**src/design/bcc_pkg.sv**
```systemverilog
// Package for the button click classifier: state and configuration types,
// click codes and configuration register indexes. No dependencies.
`timescale 1ns / 1ps

package bcc_pkg;

    localparam int TIME_W = 32;
    localparam int CFG_W  = 16;
    localparam int IDX_W  = 2;
    localparam int KIND_W = 2;

    // Click codes reported on the result channel.
    localparam logic [KIND_W-1:0] KIND_NONE   = 2'd0;
    localparam logic [KIND_W-1:0] KIND_SHORT  = 2'd1;
    localparam logic [KIND_W-1:0] KIND_LONG   = 2'd2;
    localparam logic [KIND_W-1:0] KIND_DOUBLE = 2'd3;

    // Configuration register indexes.
    localparam logic [IDX_W-1:0] CFG_IDX_DEBOUNCE = 2'd0;
    localparam logic [IDX_W-1:0] CFG_IDX_LONG     = 2'd1;
    localparam logic [IDX_W-1:0] CFG_IDX_WINDOW   = 2'd2;

    // Configuration reset values in milliseconds.
    localparam logic [CFG_W-1:0] DEBOUNCE_RESET = 16'd50;
    localparam logic [CFG_W-1:0] LONG_RESET     = 16'd1000;
    localparam logic [CFG_W-1:0] WINDOW_RESET   = 16'd300;

    typedef struct packed {
        logic [CFG_W-1:0] debounce_delay;
        logic [CFG_W-1:0] long_press_time;
        logic [CFG_W-1:0] double_click_window;
    } bcc_cfg_t;

    typedef struct packed {
        logic              pressed_flag;
        logic              previous_raw;
        logic              awaiting_second;
        logic              single_pending;
        logic [TIME_W-1:0] level_change_time;
        logic [TIME_W-1:0] press_begin_time;
        logic [TIME_W-1:0] release_time;
    } bcc_state_t;

endpackage

```
**src/design/bcc_cfg_regs.sv**
```systemverilog
// Configuration register file of the button click classifier.
// Depends on bcc_pkg for the register indexes and the bcc_cfg_t type.
`timescale 1ns / 1ps

module bcc_cfg_regs
    import bcc_pkg::*;
(
    input  logic             aclk,
    input  logic             aresetn,
    input  logic             cfg_we,
    input  logic [IDX_W-1:0] cfg_index,
    input  logic [CFG_W-1:0] cfg_wdata,
    output bcc_cfg_t         cfg
);

    bcc_cfg_t cfg_reg;
    bcc_cfg_t cfg_next;

    // A write of zero leaves the register unchanged.
    always_comb begin
        cfg_next = cfg_reg;
        if (cfg_we && (cfg_wdata != '0)) begin
            case (cfg_index)
                CFG_IDX_DEBOUNCE: cfg_next.debounce_delay      = cfg_wdata;
                CFG_IDX_LONG:     cfg_next.long_press_time     = cfg_wdata;
                CFG_IDX_WINDOW:   cfg_next.double_click_window = cfg_wdata;
                default:          cfg_next = cfg_reg;
            endcase
        end
    end

    always_ff @(posedge aclk) begin
        if (!aresetn) begin
            cfg_reg.debounce_delay      <= DEBOUNCE_RESET;
            cfg_reg.long_press_time     <= LONG_RESET;
            cfg_reg.double_click_window <= WINDOW_RESET;
        end else begin
            cfg_reg <= cfg_next;
        end
    end

    assign cfg = cfg_reg;

endmodule

```
**src/design/bcc_classify.sv**
```systemverilog
// Next-state and click decision logic for one poll of the classifier.
// Depends on bcc_pkg for the state and configuration types and the codes.
`timescale 1ns / 1ps

module bcc_classify
    import bcc_pkg::*;
(
    input  bcc_state_t        state,
    input  bcc_cfg_t          cfg,
    input  logic              raw_level,
    input  logic [TIME_W-1:0] now_ms,
    output bcc_state_t        state_next,
    output logic [KIND_W-1:0] click_kind
);

    logic [TIME_W-1:0] stable_ms;
    logic [TIME_W-1:0] press_ms;
    logic [TIME_W-1:0] since_release_ms;
    logic              decided;

    always_comb begin
        state_next       = state;
        click_kind       = KIND_NONE;
        decided          = 1'b0;
        stable_ms        = '0;
        press_ms         = now_ms - state.press_begin_time;
        since_release_ms = '0;

        // A level change restarts the debounce timer.
        if (raw_level != state.previous_raw) begin
            state_next.level_change_time = now_ms;
            state_next.previous_raw      = raw_level;
        end
        stable_ms = now_ms - state_next.level_change_time;

        if (stable_ms > {{(TIME_W-CFG_W){1'b0}}, cfg.debounce_delay}) begin
            if (raw_level && !state.pressed_flag) begin
                state_next.pressed_flag     = 1'b1;
                state_next.press_begin_time = now_ms;
            end
            if (!raw_level && state.pressed_flag) begin
                state_next.pressed_flag = 1'b0;
                if (press_ms >= {{(TIME_W-CFG_W){1'b0}}, cfg.long_press_time}) begin
                    state_next.awaiting_second = 1'b0;
                    state_next.single_pending  = 1'b0;
                    click_kind                 = KIND_LONG;
                    decided                    = 1'b1;
                end else if (state.awaiting_second) begin
                    state_next.awaiting_second = 1'b0;
                    state_next.single_pending  = 1'b0;
                    click_kind                 = KIND_DOUBLE;
                    decided                    = 1'b1;
                end else begin
                    state_next.awaiting_second = 1'b1;
                    state_next.single_pending  = 1'b1;
                    state_next.release_time    = now_ms;
                end
            end
        end

        // The window check sees a release from this same poll as zero elapsed time.
        since_release_ms = now_ms - state_next.release_time;
        if (!decided && state_next.single_pending &&
            (since_release_ms > {{(TIME_W-CFG_W){1'b0}}, cfg.double_click_window})) begin
            state_next.single_pending  = 1'b0;
            state_next.awaiting_second = 1'b0;
            click_kind                 = KIND_SHORT;
        end
    end

endmodule

```
**src/design/button_click_classifier.sv**
```systemverilog
// Top level of the button click classifier: poll input register, click
// decision, result register. Depends on bcc_pkg, bcc_cfg_regs, bcc_classify.
`timescale 1ns / 1ps

// Usage:
// Each request on the s_ channel is one poll of the button: the raw pin level
// and a free-running millisecond timestamp. Every poll produces exactly one
// request on the m_ channel carrying m_click_kind (none, short, long or
// double click). Both channels use valid/ready handshakes.
// A poll is captured in an input register, classified by one pass of
// combinational logic that also updates the debounce and click state, and the
// result lands in an output register once that register is empty or being
// drained. Throughput is one poll per cycle while the receiver does not
// stall, set by that single pass.
// While the output register is held by a stalled receiver, one more poll can
// wait in the input register; s_ready drops only when both are full, so no
// poll is lost and the state advances only when a result is committed.
// Configuration is written through cfg_we/cfg_index/cfg_wdata; writes of
// zero and writes to an unused index are ignored. Write it only
// while no poll is in flight.
// Synchronous active-low reset empties both registers, restores the register
// defaults (50, 1000 and 300 ms) and clears all click state and timestamps.
module button_click_classifier
    import bcc_pkg::*;
(
    input  logic              aclk,
    input  logic              aresetn,

    input  logic              s_valid,
    output logic              s_ready,
    input  logic              s_raw_level,
    input  logic [TIME_W-1:0] s_now_ms,

    output logic              m_valid,
    input  logic              m_ready,
    output logic [KIND_W-1:0] m_click_kind,

    input  logic              cfg_we,
    input  logic [IDX_W-1:0]  cfg_index,
    input  logic [CFG_W-1:0]  cfg_wdata
);

    bcc_cfg_t          cfg;

    // Input register holding the poll under classification.
    logic              in_valid_reg;
    logic              in_raw_reg;
    logic [TIME_W-1:0] in_now_reg;

    // Output register holding the result for the receiver.
    logic              out_valid_reg;
    logic [KIND_W-1:0] out_kind_reg;

    // Click and debounce state, updated once per committed poll.
    bcc_state_t        state_reg;
    bcc_state_t        state_next;
    logic [KIND_W-1:0] kind_next;

    logic              advance;
    logic              s_accept;

    bcc_cfg_regs u_cfg_regs (
        .aclk      (aclk),
        .aresetn   (aresetn),
        .cfg_we    (cfg_we),
        .cfg_index (cfg_index),
        .cfg_wdata (cfg_wdata),
        .cfg       (cfg)
    );

    bcc_classify u_classify (
        .state      (state_reg),
        .cfg        (cfg),
        .raw_level  (in_raw_reg),
        .now_ms     (in_now_reg),
        .state_next (state_next),
        .click_kind (kind_next)
    );

    // The poll in the input register moves on whenever the output register
    // is empty or is being drained this cycle.
    assign advance  = in_valid_reg && (!out_valid_reg || m_ready);
    assign s_ready  = !in_valid_reg || advance;
    assign s_accept = s_valid && s_ready;

    always_ff @(posedge aclk) begin
        if (!aresetn) begin
            in_valid_reg <= 1'b0;
        end else if (s_accept) begin
            in_valid_reg <= 1'b1;
        end else if (advance) begin
            in_valid_reg <= 1'b0;
        end
    end

    always_ff @(posedge aclk) begin
        if (s_accept) begin
            in_raw_reg <= s_raw_level;
            in_now_reg <= s_now_ms;
        end
    end

    always_ff @(posedge aclk) begin
        if (!aresetn) begin
            out_valid_reg <= 1'b0;
        end else if (advance) begin
            out_valid_reg <= 1'b1;
        end else if (m_ready) begin
            out_valid_reg <= 1'b0;
        end
    end

    always_ff @(posedge aclk) begin
        if (advance) begin
            out_kind_reg <= kind_next;
        end
    end

    // The state must reset to zero, timestamps included, since the elapsed
    // times after reset are measured from time zero.
    always_ff @(posedge aclk) begin
        if (!aresetn) begin
            state_reg <= '0;
        end else if (advance) begin
            state_reg <= state_next;
        end
    end

    assign m_valid      = out_valid_reg;
    assign m_click_kind = out_kind_reg;

    // The waiting and pending flags are always set and cleared together.
    a_flags_agree: assert property (@(posedge aclk) disable iff (!aresetn)
        state_reg.awaiting_second == state_reg.single_pending)
        else $error("awaiting_second and single_pending disagree");

    // A long or double click is only reported on a debounced release.
    a_click_on_release: assert property (@(posedge aclk) disable iff (!aresetn)
        (advance && (kind_next == KIND_LONG || kind_next == KIND_DOUBLE))
        |=> (!state_reg.pressed_flag && !state_reg.single_pending))
        else $error("long or double click without a release");

    // A poll waiting behind a stalled result is neither lost nor altered.
    a_poll_held: assert property (@(posedge aclk) disable iff (!aresetn)
        (in_valid_reg && !advance) |=> (in_valid_reg && $stable(in_now_reg)
        && $stable(in_raw_reg)))
        else $error("held poll changed");

    // The click state changes only when a poll is committed.
    a_state_commit: assert property (@(posedge aclk) disable iff (!aresetn)
        !advance |=> $stable(state_reg))
        else $error("state changed without a committed poll");

endmodule

```
**config.mk**
```make
export PLATFORM = sky130hd
export DESIGN_NAME = button_click_classifier
export DESIGN_NICKNAME = d
export VERILOG_FILES = /design/src/design/bcc_pkg.sv /design/src/design/bcc_cfg_regs.sv /design/src/design/bcc_classify.sv /design/src/design/button_click_classifier.sv
export SDC_FILE = /design/constraint.sdc
export NUM_CORES = 1
export LEC_CHECK = 0
export BUFFER_PORTS_ARGS = -buffer_cell sky130_fd_sc_hd__buf_4
export CAP_MARGIN = 20
export CORE_ASPECT_RATIO = 1.4
export CORE_MARGIN = 3
export CORE_UTILIZATION = 50
export DETAILED_ROUTE_END_ITERATION = 16
export PLACE_DENSITY = 0.67
export SLEW_MARGIN = 20
export SYNTH_ARGS = -nofsm -noshare
export SYNTH_HDL_FRONTEND = slang
export SYNTH_HIERARCHICAL = 1
export SYNTH_SLANG_ARGS = --single-unit
```
**constraint.sdc**
```tcl
create_clock -name aclk -period 13.8 [get_ports aclk]
set_input_delay 4.14 -clock aclk [delete_from_list [all_inputs] [get_ports aclk]]
set_output_delay 4.14 -clock aclk [all_outputs]
set_load 0.1 [all_outputs]
```
==> results, run 1 <==
- The run finished with clean final reports.
- In the synthesized netlist, mux cells make up between 10% and 20% of the area.
- Counting the buffers created by CTS gives 17.
- The die covers ~35,000 um2.
- By instance count, the leading cell after synthesis is sky130_fd_sc_hd__nand2_1.
- The die span in y is between 200 and 250 um.
- After clock tree synthesis, the flow added hold-fix buffers numbering 0.
- The placement-stage worst setup slack is a little over 2000 ps.
- The post-layout worst setup margin is around 2000 ps.
- Pin placement for this block handled 60 I/O pins.
- Counting along the longest clock path gives a buffer depth of 2.
- The register with the most flip-flops in the layout has 100 of them.
- The number of I/O port buffers is a little under 60.
- The count of cells resized by post-cts repair is 0.
- The filler cell count in the final layout is 3,179.
- The worst max-slew margin expressed relative to the limit is about a third.
- met2 is the most crowded layer.
- In this run, synthesis inferred 35 flip-flops with an integrated enable.
- Derived from the worst setup path, the maximum achievable clock frequency is between 80 and 90 MHz.
- In the final routed layout, each cell accounts on average for ~18 um.
- The total routed wirelength is between 40,000 and 50,000 um.
- Setup repair after global routing left no endpoint under its margin.
- The clock slew seen by the registers of the worst setup and hold paths is approximately 80 ps.
- In the routed design, unresolved DRC markers number 0.
- Max-cap violations in this run came to 0.
- The hold-critical path depth is 2.
- The maximum level of the CTS H-tree is 4.
- The worst path arrival time is about 12,000 ps.
- The number of rows in the core area is 78.
- The clock period could shrink to ~12,000 ps.
- The area of the core is around 32,000 um2.
- Of all flip-flops after synthesis, the portion carrying an async set or reset was 0%.
- The maximum number of pins on one net before global-route repair is 170.
- The synthesized-area fraction occupied by ao, oa, aoi and oai cells is around 17%.
- The number of max-slew violations in the final report is 0.
- The register-to-register setup slack is roughly 2000 ps.
- Once the floorplan was initialized, standard cells occupied 50.81% of the core.
- The global router's overall resource usage is 24.53%.
- The critical path class is register to register.
- The endpoint identified for the worst register-to-register timing path is state_reg[97].
- The post-synthesis simple-gate area fraction is 19.36%.
- The synthesized netlist devotes between 3 and 4% of its cell area to XOR and XNOR gates.
- The number of antenna violations at the first check in global routing is 0.
- For this run, the slowest stage of the critical path takes about 860 ps.
- The clock tree from TritonCTS is done.
- Before antenna repair, the detailed router went through 7 iterations.
- The instance count of the mapped netlist is 1,993.
- Once layout is complete, the utilization of the core stands at between 50 and 60%.
- The final critical path takes up a little under nine tenths of the cycle.
- The area overhead of the layout relative to synthesis is 6.628%.
- The minimum hold slack is 457.4 ps.
- Clock skew on the completed layout was measured at roughly 22 ps.
- Sequential cells were found to cover 24.63% of the synthesized design area.
- Dividing the synthesized area by the synthesized cell count gives ~8.3 um2.
- The number of antenna diodes in the final layout is 0.
- Among all flip-flop cells after synthesis, the most frequent one is sky130_fd_sc_hd__dfxtp_1.
- For the worst flop-to-flop path, the logic depth is between 40 and 50.
- The number of setup buffers added after CTS is 0.
- For met1 alone, demand over resource in global routing was approximately 29%.
- Of the total synthesized cell area, the portion taken by full adders, half adders and majority gates is 10.69%.
- The number of nets handed over by synthesis was around 2,200.
- Across all layers, the routed design uses ~14,000 vias.
- Summed over all failing endpoints, the final setup total negative slack is 0 ps.
- Grouping stages by cell kind, the critical path spends the most delay in simple AND/OR/NAND/NOR gates.
- The reg-to-reg startpoint is in_raw_reg.
- The number of buffer and inverter stages on the critical path is 4.
- For hold timing, the worst endpoint is state_reg[76].
- For this design, the sink count on the clock tree is 185.
- The worst hold path belongs to the class register to register.
- The final count of negative-setup-slack endpoints is 0.
- The number of global-route vias before repair was around 13,000.
- The number of hold-slack violations in the final timing report is 0.
- The tree is rooted in a sky130_fd_sc_hd__clkbuf_16.
- The largest fanout of any net on the critical path is 34.
- Sorting the synthesized cells by area gives the leading types as sky130_fd_sc_hd__dfxtp_1, sky130_fd_sc_hd__mux2i_1, sky130_fd_sc_hd__ha_1.
- The count of cell types in the netlist is 97.
- The area fraction of the dominant cell type after synthesis is between 10% and 20%.
- The cell area after synthesis is between 15,000 and 20,000 um2.
- The synthesized flop and latch total is around 190.
- The biggest area contributor in the post-synthesis netlist is sky130_fd_sc_hd__dfxtp_1.
- Summed over all layers, the global routing overflow is 0.
- The detail route stage leaves a number of antenna-violating nets equal to 0.
- In this run the horizontal extent of the chip is around 160 um.
- The starting DRC count in detailed routing is between 900 and 1,000.
- The fraction of final layout cells with drive strength greater than 1 is about a tenth.
- The HPWL after detailed placement is 34,600 um.
- The layout net count is around 2,200.
- The ratio of routed vias to standard cells is about 5.8.
- The slew at the pin closest to its max-slew limit is 988.2 ps.
- The kind of start point of the critical path is a register.
- The worst-case IR drop observed on VDD is about 0.059 mV.
- The Yosys step of the flow raised 6 warnings.
- The met2 usage in global routing is between 40% and 50%.
- At the worst endpoint, the required time is around 14,000 ps.
- The fraction of met3 tracks used by global routing is 2.884%.
- The library cell contributing the largest single delay on the critical path is sky130_fd_sc_hd__ha_2.
- In the final layout, the multi-input gates occupy roughly 11,000 um2.
- The first-pass GRT wire length is approximately 69,000 um.
- The dominant combinational cell family by area after synthesis is simple AND/OR/NAND/NOR gates.
- The element type at the critical path end is a register.
- The placer's final routability congestion estimate is 0.9652.
- The clock latency on the worst-skew pair is ~460 ps.
- The area taken by flip-flops and latches is 4054 um2.
- By count the netlist is led by sky130_fd_sc_hd__nand2_1, sky130_fd_sc_hd__mux2i_1, sky130_fd_sc_hd__dfxtp_1.
- The leakage component of the power is just over 0.007 uW.
- For this design the ratio of total power to cell area is between 90 and 100 nW/um2.
- The launch point of the worst hold path is state_reg[76].
worst register-to-register path, delay by kind of cell, from the launching register on:
kind / cells / cell delay [ps]
AND/OR/NAND/NOR: 16 / 3730
AO/OA/AOI/OAI: 15 / 3190
adder cells (fa/ha/maj): 5 / 2170
buffers and inverters: 4 / 1130
multiplexers: 3 / 720
flip-flops: 1 / 460
XOR/XNOR: 2 / 330
per-stage QoR:
stage | power, uW | area [um2] | cells
after floorplan | 967.9 | 16460 | 1993
after global placement | 1078 | 16960 | 2406
after detailed placement | 1085 | 16960 | 2406
after CTS | 1596 | 17550 | 2438
after global routing | 1675 | 17550 | 2438
final | 1587 | 17550 | 2438
metal layers:
layer / vias up / wire length, um
met4: 0 / 1549
li1: 7120 / -
met5: - / 0
met2: 359 / 22170
met1: 6667 / 19070
met3: 73 / 1526
cell families (layout without fill, tap and decap cells):
kind of cell	after synthesis	in the layout
adders and majority gates	140	140
buffers and inverters	235	240
xor gates and xnor gates	65	65
AOI/OAI and AO/OA	424	424
muxes	273	273
and+or+nand+nor	671	671
DFF	185	185
layout by cell type (no fill, tap or decap), types with 19 or more instances in the layout:
master	count
sky130_fd_sc_hd__a211oi_1	20
sky130_fd_sc_hd__a21o_1	46
sky130_fd_sc_hd__a21oi_1	110
sky130_fd_sc_hd__buf_4	70
sky130_fd_sc_hd__dfxtp_1	150
sky130_fd_sc_hd__edfxtp_1	35
sky130_fd_sc_hd__ha_1	134
sky130_fd_sc_hd__inv_1	137
sky130_fd_sc_hd__mux2_2	38
sky130_fd_sc_hd__mux2_4	29
sky130_fd_sc_hd__mux2i_1	206
sky130_fd_sc_hd__nand2_1	354
sky130_fd_sc_hd__nand2b_1	28
sky130_fd_sc_hd__nand3_1	30
sky130_fd_sc_hd__nand4_1	25
sky130_fd_sc_hd__nor2_1	68
sky130_fd_sc_hd__nor2b_1	33
sky130_fd_sc_hd__nor3_1	29
sky130_fd_sc_hd__o211ai_1	19
sky130_fd_sc_hd__o21a_1	20
sky130_fd_sc_hd__o21ai_0	75
sky130_fd_sc_hd__xnor2_1	34
sky130_fd_sc_hd__xor2_1	31
layout make-up:
class,count,share of cell area [%]
Tap cell,440,3.136
Clock buffer,17,2.424
Multi-Input combinational cell,1573,64.37
Sequential cell,185,23.10
Clock inverter,15,0.9765
Inverter,137,2.930
Timing Repair Buffer,71,3.072
worst max-delay path by stage:
stage,startpoint,to,slack (ps),cells after the start
floorplan,in_raw_reg,state_reg[97],3150,51
detailed placement,in_raw_reg,state_reg[97],2060,45
CTS,in_raw_reg,state_reg[97],2000,45
global route,in_raw_reg,state_reg[97],1070,48
finish,in_raw_reg,state_reg[97],2020,45
global placement,in_raw_reg,state_reg[97],2400,45
report_power, final:
| group | switching (uW) | leakage (uW) | internal, uW |
|---|---|---|---|
| clock network | 249 | 0.000290 | 259 |
| registers | 26.9 | 0.00156 | 570 |
| logic | 286 | 0.00528 | 197 |
| total | 562 | 0.00712 | 1030 |
Note: power is estimated with default switching activity, not from simulation.
==> run 2: changes to the inputs <==
BUFFER_PORTS_ARGS = default   (was -buffer_cell sky130_fd_sc_hd__buf_4)
DONT_BUFFER_PORTS = 1   (was default)
PLACE_DENSITY = 0.65   (was 0.67)
==> run 2 against run 1 <==
Cell count down 2.5%. Global-route usage up 0.43 points. Wire length up 1.3%. Total power down 1.2%. Clock-buffer cell count unchanged. Die area unchanged. Sequential power about the same. Sequential share of layout area up 0.61 points. Setup slack better by 640 ps. Via count down 1.9%. First-iteration DRC count up 4.0%. Combinational power down 5.2%.
==> results, run 2 (synthesis gave the netlist of run 1 again) <==
- The layout net count came to 2,117 (-2.8%).
- The x dimension of the die is 159.4 um (unchanged).
- The worst path arrival time is 11,530 ps (-650 ps).
- The post-detailed-route wirelength per cell is 18.89 um (+3.9%).
- The accumulated negative setup slack came to 0 ps (unchanged).
- The minimum hold slack is 457.2 ps (-0.1590 ps).
- The number of antenna violations at the first check in global routing is 0 (unchanged).
- The peak supply drop is 0.07260 mV (+23%).
- The first-pass GRT wire length came to 70,350 um (+1.2%).
- The total routed wirelength is 44,910 um (+1.3%).
- The clock tree from TritonCTS is done.
- The die span in y is 220.7 um (unchanged).
- The final count of negative-setup-slack endpoints was 0 (unchanged).
- The area of the die is 35,170 um2 (unchanged).
- The critical path class is register to register.
- The number of maximum-capacitance constraint violations came to 0 (unchanged).
- The final period utilization is 80.76% (-4.6 points).
- The flip-flop count of the largest register, all copies and words added is 100 (unchanged).
- The highest clock rate is 89.72 MHz (+5.7%).
- The largest stage delay on the critical path came to 550 ps (-310 ps).
- The starting DRC count in detailed routing is 1,004 (+4.0%).
- The fraction of final layout cells with drive strength greater than 1 is 7.279% (-2.8 points).
- The number of optimization iterations in the first detailed-route pass came to 6 (-1).
- The clock period minus worst slack came to 11,150 ps (-639.2 ps).
- The worst max-slew margin expressed relative to the limit is 28.84% (-5.3 points).
- The number of global-route vias before repair was 13,120 (-0.19%).
- The number of top-level pins is 60 (unchanged).
- The count of cells resized by post-cts repair is 0 (unchanged).
- The number of I/O port buffers is 0 (-100%).
- The leakage component of the power was 0.006831 uW (-4.1%).
- Setup repair after global routing left no endpoint under its margin.
- The maximum level of the CTS H-tree came to 4 (unchanged).
- The starting utilization of the core area was 50.81% (unchanged).
- The total of hold buffers inserted after clock tree synthesis is 0 (unchanged).
- The setup fix buffers added after clock tree synthesis was 0 (unchanged).
- The number of clock sinks is 185 (unchanged).
- The run finished with clean final reports.
- The top cell types in the final layout, fill and taps aside, are sky130_fd_sc_hd__nand2_1, sky130_fd_sc_hd__mux2i_1, sky130_fd_sc_hd__dfxtp_1, sky130_fd_sc_hd__inv_1, sky130_fd_sc_hd__ha_1.
- The maximum number of pins on one net before global-route repair is 273 (+61%).
- The count of vias placed by the detailed router is 13,940 (-1.9%).
- The slew at the pin closest to its max-slew limit is 1054 ps (+65.83 ps).
- The largest fanout of any net on the critical path came to 42 (+24%).
- The path class of the lowest-slack min-delay path is register to register.
- The element type at the critical path end is a register.
- Tracing the worst setup path back leads to its startpoint at in_raw_reg.
- The ratio of routed vias to standard cells is 5.866 (+0.58%).
- The number of rows in the core area was 78 (unchanged).
- From synthesis to final layout, the design area changed by 3.869%.
- The top cell family by delay on the critical path is simple AND/OR/NAND/NOR gates.
- The power density over the cells is 91.71 nW/um2 (+1.4%).
- The total congestion overflow is 0 (unchanged).
- The global router's overall resource usage was 24.96% (+0.43 points).
- The library cell contributing the largest single delay on the critical path is sky130_fd_sc_hd__or4_1.
- The number of hold-slack violations in the final timing report is 0 (unchanged).
- The clock skew after layout is 12.67 ps (-8.944 ps).
- The commonest non-fill, non-tap cell in the layout is sky130_fd_sc_hd__nand2_1.
- The CTS buffer count is 17 (unchanged).
- The kind of start point of the critical path is a register.
- The number of antenna-violating nets in the routed design is 0 (unchanged).
- The number of buffer and inverter stages on the critical path is 2 (-2).
- The maximum clock path buffer count is 2 (unchanged).
- The number of diodes is 0 (unchanged).
- The placer's final routability congestion estimate is 0.9291 (-3.7%).
- The HPWL after detailed placement is 34,270 um (-0.95%).
- The clock slew seen by the registers of the worst setup and hold paths is 80 ps (about the same).
- The startpoint identified for the worst hold timing path is u_cfg_regs/cfg[47].
- The clock latency on the worst-skew pair is 450 ps (about the same).
- The startpoint identified for the worst register-to-register timing path is in_raw_reg.
- The required time at the worst-slack endpoint is 14,180 ps (about the same).
- The area of the core is 32,400 um2 (unchanged).
- The buffer type at the clock tree root is sky130_fd_sc_hd__clkbuf_16.
- The number of max-slew violations in the final report is 0 (unchanged).
- The detailed-route DRC error count came to 0 (unchanged).
-- run 2: cell count changes in the layout (fill, tap and decap cells not counted), sizes merged --
| cell | previous run | this run |
|---|---|---|
| buf | 70 | 10 |
| clkbuf | 18 | 17 |
| clkinv | 4 | 6 |
| inv | 146 | 144 |
-- run 2: final timing paths --
| path | end | slack (ps) | cells after the start |
|---|---|---|---|
| setup / recovery | state_reg[97] | 2650 | 43 |
| hold / removal | u_cfg_regs/cfg[47] | 460 | 2 |
| setup reg to reg | state_reg[97] | 2650 | 43 |
| hold reg to reg | u_cfg_regs/cfg[47] | 460 | 2 |
-- run 2: per-stage QoR --
step / area, um2 / power, uW / util, % / std cells / setup WS, ps
finish: 17100 / 1568 / 52.77 / 2377 / 2655
global route: 17100 / 1657 / 52.77 / 2377 / 1826
CTS: 17100 / 1576 / 52.77 / 2377 / 2847
detailed placement: 16490 / 1063 / 50.90 / 2345 / 2912
global placement: 16490 / 1058 / 50.90 / 2345 / 3252
floorplan: 16460 / 967.9 / - / 1993 / 3152
-- run 2: final cells by class --
cell class,count,area [um2]
inverters,137,514.2
flip-flops and latches,185,4054
clock buffers,17,425.4
well taps,440,550.5
repair buffers,10,75.07
multi-input cells,1573,11300
clock inverters,15,178.9
fillers,3129,15300
-- run 2: routing by layer --
layer  share of wire (%)  up-vias  GRT usage (%)
met5                   0        -              0
met4                 4.6        0          12.12
met3                 3.8       93          3.127
met2                  47      336          42.77
met1                  44     6522          31.26
li1                    -     6992              -
-- run 2: tightest hold or removal path, delay by kind of cell, from the launching register on --
family           cells  cell delay (ps)
multiplexers         1               50
AND/OR/NAND/NOR      1               50
flip-flops           1              310
-- run 2: power by group --
group,internal [uW],switching [uW],total [uW]
combinational,186,272,458
clock,260,250,509
sequential,570,29.8,600
